$ cat src/rtl/bfi_pkg.sv
// shared types and constants for the bloom filter block
package bfi_pkg;

  localparam int DEF_MAX_TABLE_BYTES = 8192;
  localparam int DEF_MAX_HASH_COUNT  = 16;

  localparam int CFG_INDEX_W = 8;
  localparam int CFG_DATA_W  = 16;
  localparam int TABLE_BYTES_W = 14;
  localparam int HASH_COUNT_W  = 5;

  localparam logic [CFG_INDEX_W-1:0] REG_TABLE_BYTES = 8'd0;
  localparam logic [CFG_INDEX_W-1:0] REG_HASH_COUNT  = 8'd1;

  localparam logic [TABLE_BYTES_W-1:0] TABLE_BYTES_RESET = 14'd8192;
  localparam logic [HASH_COUNT_W-1:0]  HASH_COUNT_RESET  = 5'd7;

  localparam logic MODE_INSERT = 1'b0;
  localparam logic MODE_QUERY  = 1'b1;

  typedef struct packed {
    logic        mode;
    logic [63:0] hash_value;
  } bfi_item_t;

endpackage

$ cat src/rtl/bfi_front.sv
// front end: accepts items into a two-entry queue
module bfi_front import bfi_pkg::*; (
  input  logic      clk,
  input  logic      rst,
  input  logic      in_valid,
  output logic      in_ready,
  input  logic      mode,
  input  logic [63:0] hash_value,
  output logic      q_valid,
  output bfi_item_t q_item,
  input  logic      q_pop
);

  bfi_item_t  slots [2];
  logic       wr_ptr;
  logic       rd_ptr;
  logic [1:0] count;
  logic       push;

  assign in_ready = (count != 2'd2);
  assign push     = in_valid && in_ready;
  assign q_valid  = (count != 2'd0);
  assign q_item   = slots[rd_ptr];

  always_ff @(posedge clk) begin
    if (push) begin
      slots[wr_ptr] <= '{mode: mode, hash_value: hash_value};
    end
  end

  always_ff @(posedge clk) begin
    if (rst) begin
      wr_ptr <= 1'b0;
      rd_ptr <= 1'b0;
      count  <= 2'd0;
    end else begin
      if (push) wr_ptr <= ~wr_ptr;
      if (q_pop) rd_ptr <= ~rd_ptr;
      count <= count + {1'b0, push} - {1'b0, q_pop};
    end
  end

endmodule

$ cat config.mk
export PLATFORM = sky130hd
export DESIGN_NAME = bfi_front
export DESIGN_NICKNAME = d
export VERILOG_FILES = /design/src/rtl/bfi_pkg.sv /design/src/rtl/bfi_front.sv
export SDC_FILE = /design/constraint.sdc
export NUM_CORES = 1
export LEC_CHECK = 0
export ABC_CLOCK_PERIOD_IN_PS = 4800
export BUFFER_PORTS_ARGS = -buffer_cell sky130_fd_sc_hd__buf_4
export CAP_MARGIN = 15
export CORE_MARGIN = 2
export CORE_UTILIZATION = 56
export CTS_CLUSTER_DIAMETER = 80
export DETAILED_ROUTE_END_ITERATION = 16
export GPL_ROUTABILITY_DRIVEN = 0
export PLACE_DENSITY = 0.93
export SYNTH_ARGS = -nofsm -noshare
export SYNTH_HDL_FRONTEND = slang
export SYNTH_SLANG_ARGS = --single-unit
$ cat constraint.sdc
create_clock -name clk -period 4.8 [get_ports clk]
set_input_delay 0.72 -clock clk [delete_from_list [all_inputs] [get_ports clk]]
set_output_delay 0.72 -clock clk [all_outputs]
set_load 0.05 [all_outputs]
After elaboration in Yosys (flattened, before gate mapping) --
Memories as Yosys holds them, arrays and structs flattened. A register that Yosys moved wholly into a read port is not among the register bits. Index checks and enable logic that the tools add are counted.
Storage, ports and cells: RAM bits 130, memories 1, logic and storage cells 15, bits in registers 4, output and inout bits 67
Memories:
- slots | depth 2, bits a word 65, rd ports 1, clocked after memory_dff 1, wr ports 1, line bfi_front.sv:14 | bfi_item_t slots [2];
Operators by class: bitwise logic cells 2, reduce and logical (&&, ||, !) cells 2, mux-type cells 4, equal/unequal tests 1, $add $sub $neg 2
Operators by type and width (count):
- 2-to-1 mux 1 bit | 4
- adder 2 x 1 -> 2 bit | 1
- != test 2 bit (second input constant) | 1
- inverter 1 bit | 2
- nonzero test 2 bit | 1
- subtractor 2 x 1 -> 2 bit | 1
- logical AND 1 bit | 1

Logic depth before layout (Yosys ltp) --
word-level depth 4, gate-level depth with buffers 7, depth with buffers taken out 7

Worst setup path before layout --
Ideal clock, no wire load.
path type reg-to-reg, start point register count[0], end point memory slots[1][0] in the netlist's numbering (enable), setup time 0.430 ns, arrival time 2.522 ns, stages on the path, launching flop included 3, buffers on the path 0, setup slack 1.848 ns, required time 4.370 ns, cells stage by stage dfxtp_1 > nand2b_1 > and3_1
Between the ends: word-level cells in the longest chain between the ends 4
Ends and longest elaborated chain:
- start, declared | line bfi_front.sv:17 | logic [1:0] count;
- start signal, assigned | line bfi_front.sv:39 | count <= count + {1'b0, push} - {1'b0, q_pop};
- != test 2 bit | line bfi_front.sv:20 | assign in_ready = (count != 2'd2);
- named net in_ready | line bfi_front.sv:6 | output logic in_ready,
- logical AND 1 bit | line bfi_front.sv:21 | assign push = in_valid && in_ready;
- 2-to-1 mux 1 bit | line bfi_front.sv:26 | if (push) begin
- 2-to-1 mux 1 bit (not written as such) | line bfi_front.sv:27 | slots[wr_ptr] <= '{mode: mode, hash_value: hash_value};
- end, declared | line bfi_front.sv:14
The timed path passes the listed nets, and every way through them passes these cells.

==> flow_metrics.env <==
export IMPL_powerDensity_mw_per_mm2=506
export IMPL_synth_nets=301
export IMPL_antenna_left=0
export IMPL_power_frac_comb_pct=19.0
export IMPL_area_delta_synth_final_pct=35.3
export IMPL_insertion_delay_ps=500
export IMPL_grt_pass1_vias=2923
export IMPL_status="complete, no violations"
export IMPL_root_buffer="clkbuf_8"
export IMPL_switching_share_pct=27.2
export IMPL_io_buffers=135
export IMPL_pin_count=136
export IMPL_drt_wirelength_per_cell_um=18.7
export IMPL_period_minus_slack_ps=3190
export IMPL_grt_overflow_total=0
export IMPL_p_sw_mw=0.921
export IMPL_hold_buffers=0
export IMPL_cp_required_ps=4080
export IMPL_ir_worst_vdd_mv=0.353
export IMPL_n_antenna_cell=0
export IMPL_holdPathEnd="slots[0][12]"
export IMPL_worst_slack_ps=1610
export IMPL_synth_top_area_share_pct=79.0
export IMPL_fin_crit_sh_pct=66.4
export IMPL_finalPower_mw=3.38
export IMPL_cts_resized=0
export IMPL_place_ws_ps=2120
export IMPL_relSlewSlack_pct=31.0
export IMPL_vias=2668
export IMPL_avgSynthCellArea_sq_um=21.4
export IMPL_grt_pass1_wl_mm=14.6
export IMPL_maxCapViolCount=0
export IMPL_final_common_cell="buf_4"
export IMPL_wl_met3_um=548
export IMPL_r2r_end="slots[1][53]"
export IMPL_rows=34
export IMPL_r2r_cells=3
export IMPL_rsz0062_at_grt="no"
export IMPL_wl_met1_mm=3.66
export IMPL_wl_met2_mm=5.01
export IMPL_max_freq_mhz=314
export IMPL_drv_slew=0
export IMPL_drive_gt1_share_pct=55.6
export IMPL_yosys_warnings=0
export IMPL_layout_common_cells="buf_4, edfxtp_1, mux2_2"
export IMPL_drc=0
export IMPL_fp_dieW_um=97.9
export IMPL_ys_seq_elements=135
export IMPL_synth_cell_type_count=23
export IMPL_cp_end_kind="primary output"
export IMPL_pwr_share_clk_pct=38.2
export IMPL_initial_core_util_pct=57.2
export IMPL_internal_power_mw=2.46
export IMPL_synthTopCellsByArea="edfxtp_1, mux2_2, mux2_1"
export IMPL_drtPass1Iterations=4
export IMPL_cts_sinks=135
export IMPL_hold_viol=0
export IMPL_arrival_ps=2470
export IMPL_critPathLaunchType="flop"
export IMPL_crit_type="reg2out"
export IMPL_setup_viol=0
export IMPL_synth_top_cell_by_area="edfxtp_1"
export IMPL_grt_max_degree=52
export IMPL_die_h_um=97.9
export IMPL_max_slew_worst_pin_slew_ps=1030
export IMPL_wirelength_mm=9.38
export IMPL_sequentialPowerShare_pct=42.8
export IMPL_syn_instance_count=231
export IMPL_min_path_cells=1
export IMPL_grt_use_total_pct=20.4
export IMPL_reg2reg_slack_ps=2480
export IMPL_critPathMaxFanout=34
export IMPL_netlist_area_sq_mm=0.00494
export IMPL_leakage_nw=2.53
export IMPL_drt_initial_drc_count=112
export IMPL_path_clk_slew_ps=60
export IMPL_ys_seq_area_share_pct=81.1
export IMPL_antenna_found_initial=0
export IMPL_topRoutingLayerUsed="met4"
export IMPL_skew_ps=8.18
export IMPL_min_path_type="in2reg"
export IMPL_nets=452
export IMPL_post_cts_buffers=0
export IMPL_core_sq_mm=0.00864
export IMPL_place_hpwl_mm=5.92
export IMPL_min_from="hash_value[12]"
export IMPL_htree_num_levels=4
export IMPL_dieArea_sq_mm=0.00959
export IMPL_clockBufferDepth=2
export IMPL_viasPerCell=5.31
export IMPL_cts_buffers=17
export IMPL_rr_startpoint="count[0]"
export IMPL_fin_setup_tns_ps=0
export IMPL_cts_tree="done"
synth_stat cells:
master     number
a2111oi_0       1
a21bo_1         1
a21boi_1        1
a21oi_1         1
and3_1          1
buf_2           2
buf_4           5
dfxtp_1         5
edfxtp_1      130
ha_1            1
inv_1           4
mux2_1         18
mux2_2         47
nand2_1         1
nand2b_1        1
nand3b_1        1
nand4_1         2
nand4b_1        1
nor2_1          3
nor2b_1         1
or2_2           1
or4b_1          1
xnor2_1         2
power by group through the flow:
stage | clock network (mW) | registers, mW | logic, mW
6_report | 1.29 | 1.45 | 0.643
5_1_grt | 1.36 | 1.46 | 0.670
4_1_cts | 1.31 | 1.45 | 0.642
3_5_place_dp | 0 | 1.47 | 0.636
3_3_place_gp | 0 | 1.46 | 0.626
2_1_floorplan | 0 | 1.45 | 0.445
how the worst max path moves through the flow:
stage               startpoint          end  slack (ps)  depth (start not counted)
finish                    flop    q_item[9]        1610                          3
global route              flop   q_item[64]        1450                          3
CTS                       flop    q_item[9]        1580                          3
detailed placement        flop    q_item[9]        2120                          3
global placement          flop   q_item[61]        2140                          3
floorplan             count[0]  slots[1][0]        1850                          2
critical path: stages, from the launching register on:
cell and delay [ps]:
dfxtp_2 830, buf_4 530, mux2_2 410, buf_4 190
cell type report:
| cell class | count | area [sq um] |
|---|---|---|
| Sequential cell | 135 | 4010 |
| Tap cell | 108 | 135 |
| Clock buffer | 17 | 414 |
| Multi-Input combinational cell | 85 | 873 |
| Inverter | 4 | 15.0 |
| Fill cell | 473 | 1950 |
| Timing Repair Buffer | 139 | 1060 |
| Clock inverter | 14 | 184 |
stage by stage:
stage	area, sq um	hold WS, ps	util (%)	instances
6_report	6680	397	77.4	502
5_1_grt	6680	369	77.4	502
4_1_cts	6660	383	77.2	501
3_5_place_dp	6060	518	70.2	470
3_3_place_gp	6060	497	70.2	470
2_1_floorplan	4940	480	-	231
registers in the layout, summed over array words and instances (netlist names), named ones only:
register,cells
count,2
rd_ptr,1
slots,130
wr_ptr,1
per-layer routing:
metal	vias to the layer above	GRT usage [%]
met5	-	0
met4	0	8.65
met3	16	6.01
met2	105	35.2
met1	1327	23.9
li1	1220	-
logic make-up (layout without fill, tap and decap cells):
| logic type | count (synthesis) | after routing | share of synthesized area [%] |
|---|---|---|---|
| simple gates | 13 | 13 | 1.60 |
| compound gates | 4 | 4 | 0.633 |
| xor+xnor | 2 | 2 | 0.355 |
| buf+inv | 11 | 174 | 1.27 |
| flops | 135 | 135 | 81.1 |
| mux | 65 | 65 | 14.8 |
| fa+ha+maj | 1 | 1 | 0.253 |
No activity file was read; power rests on OpenSTA's default activity.
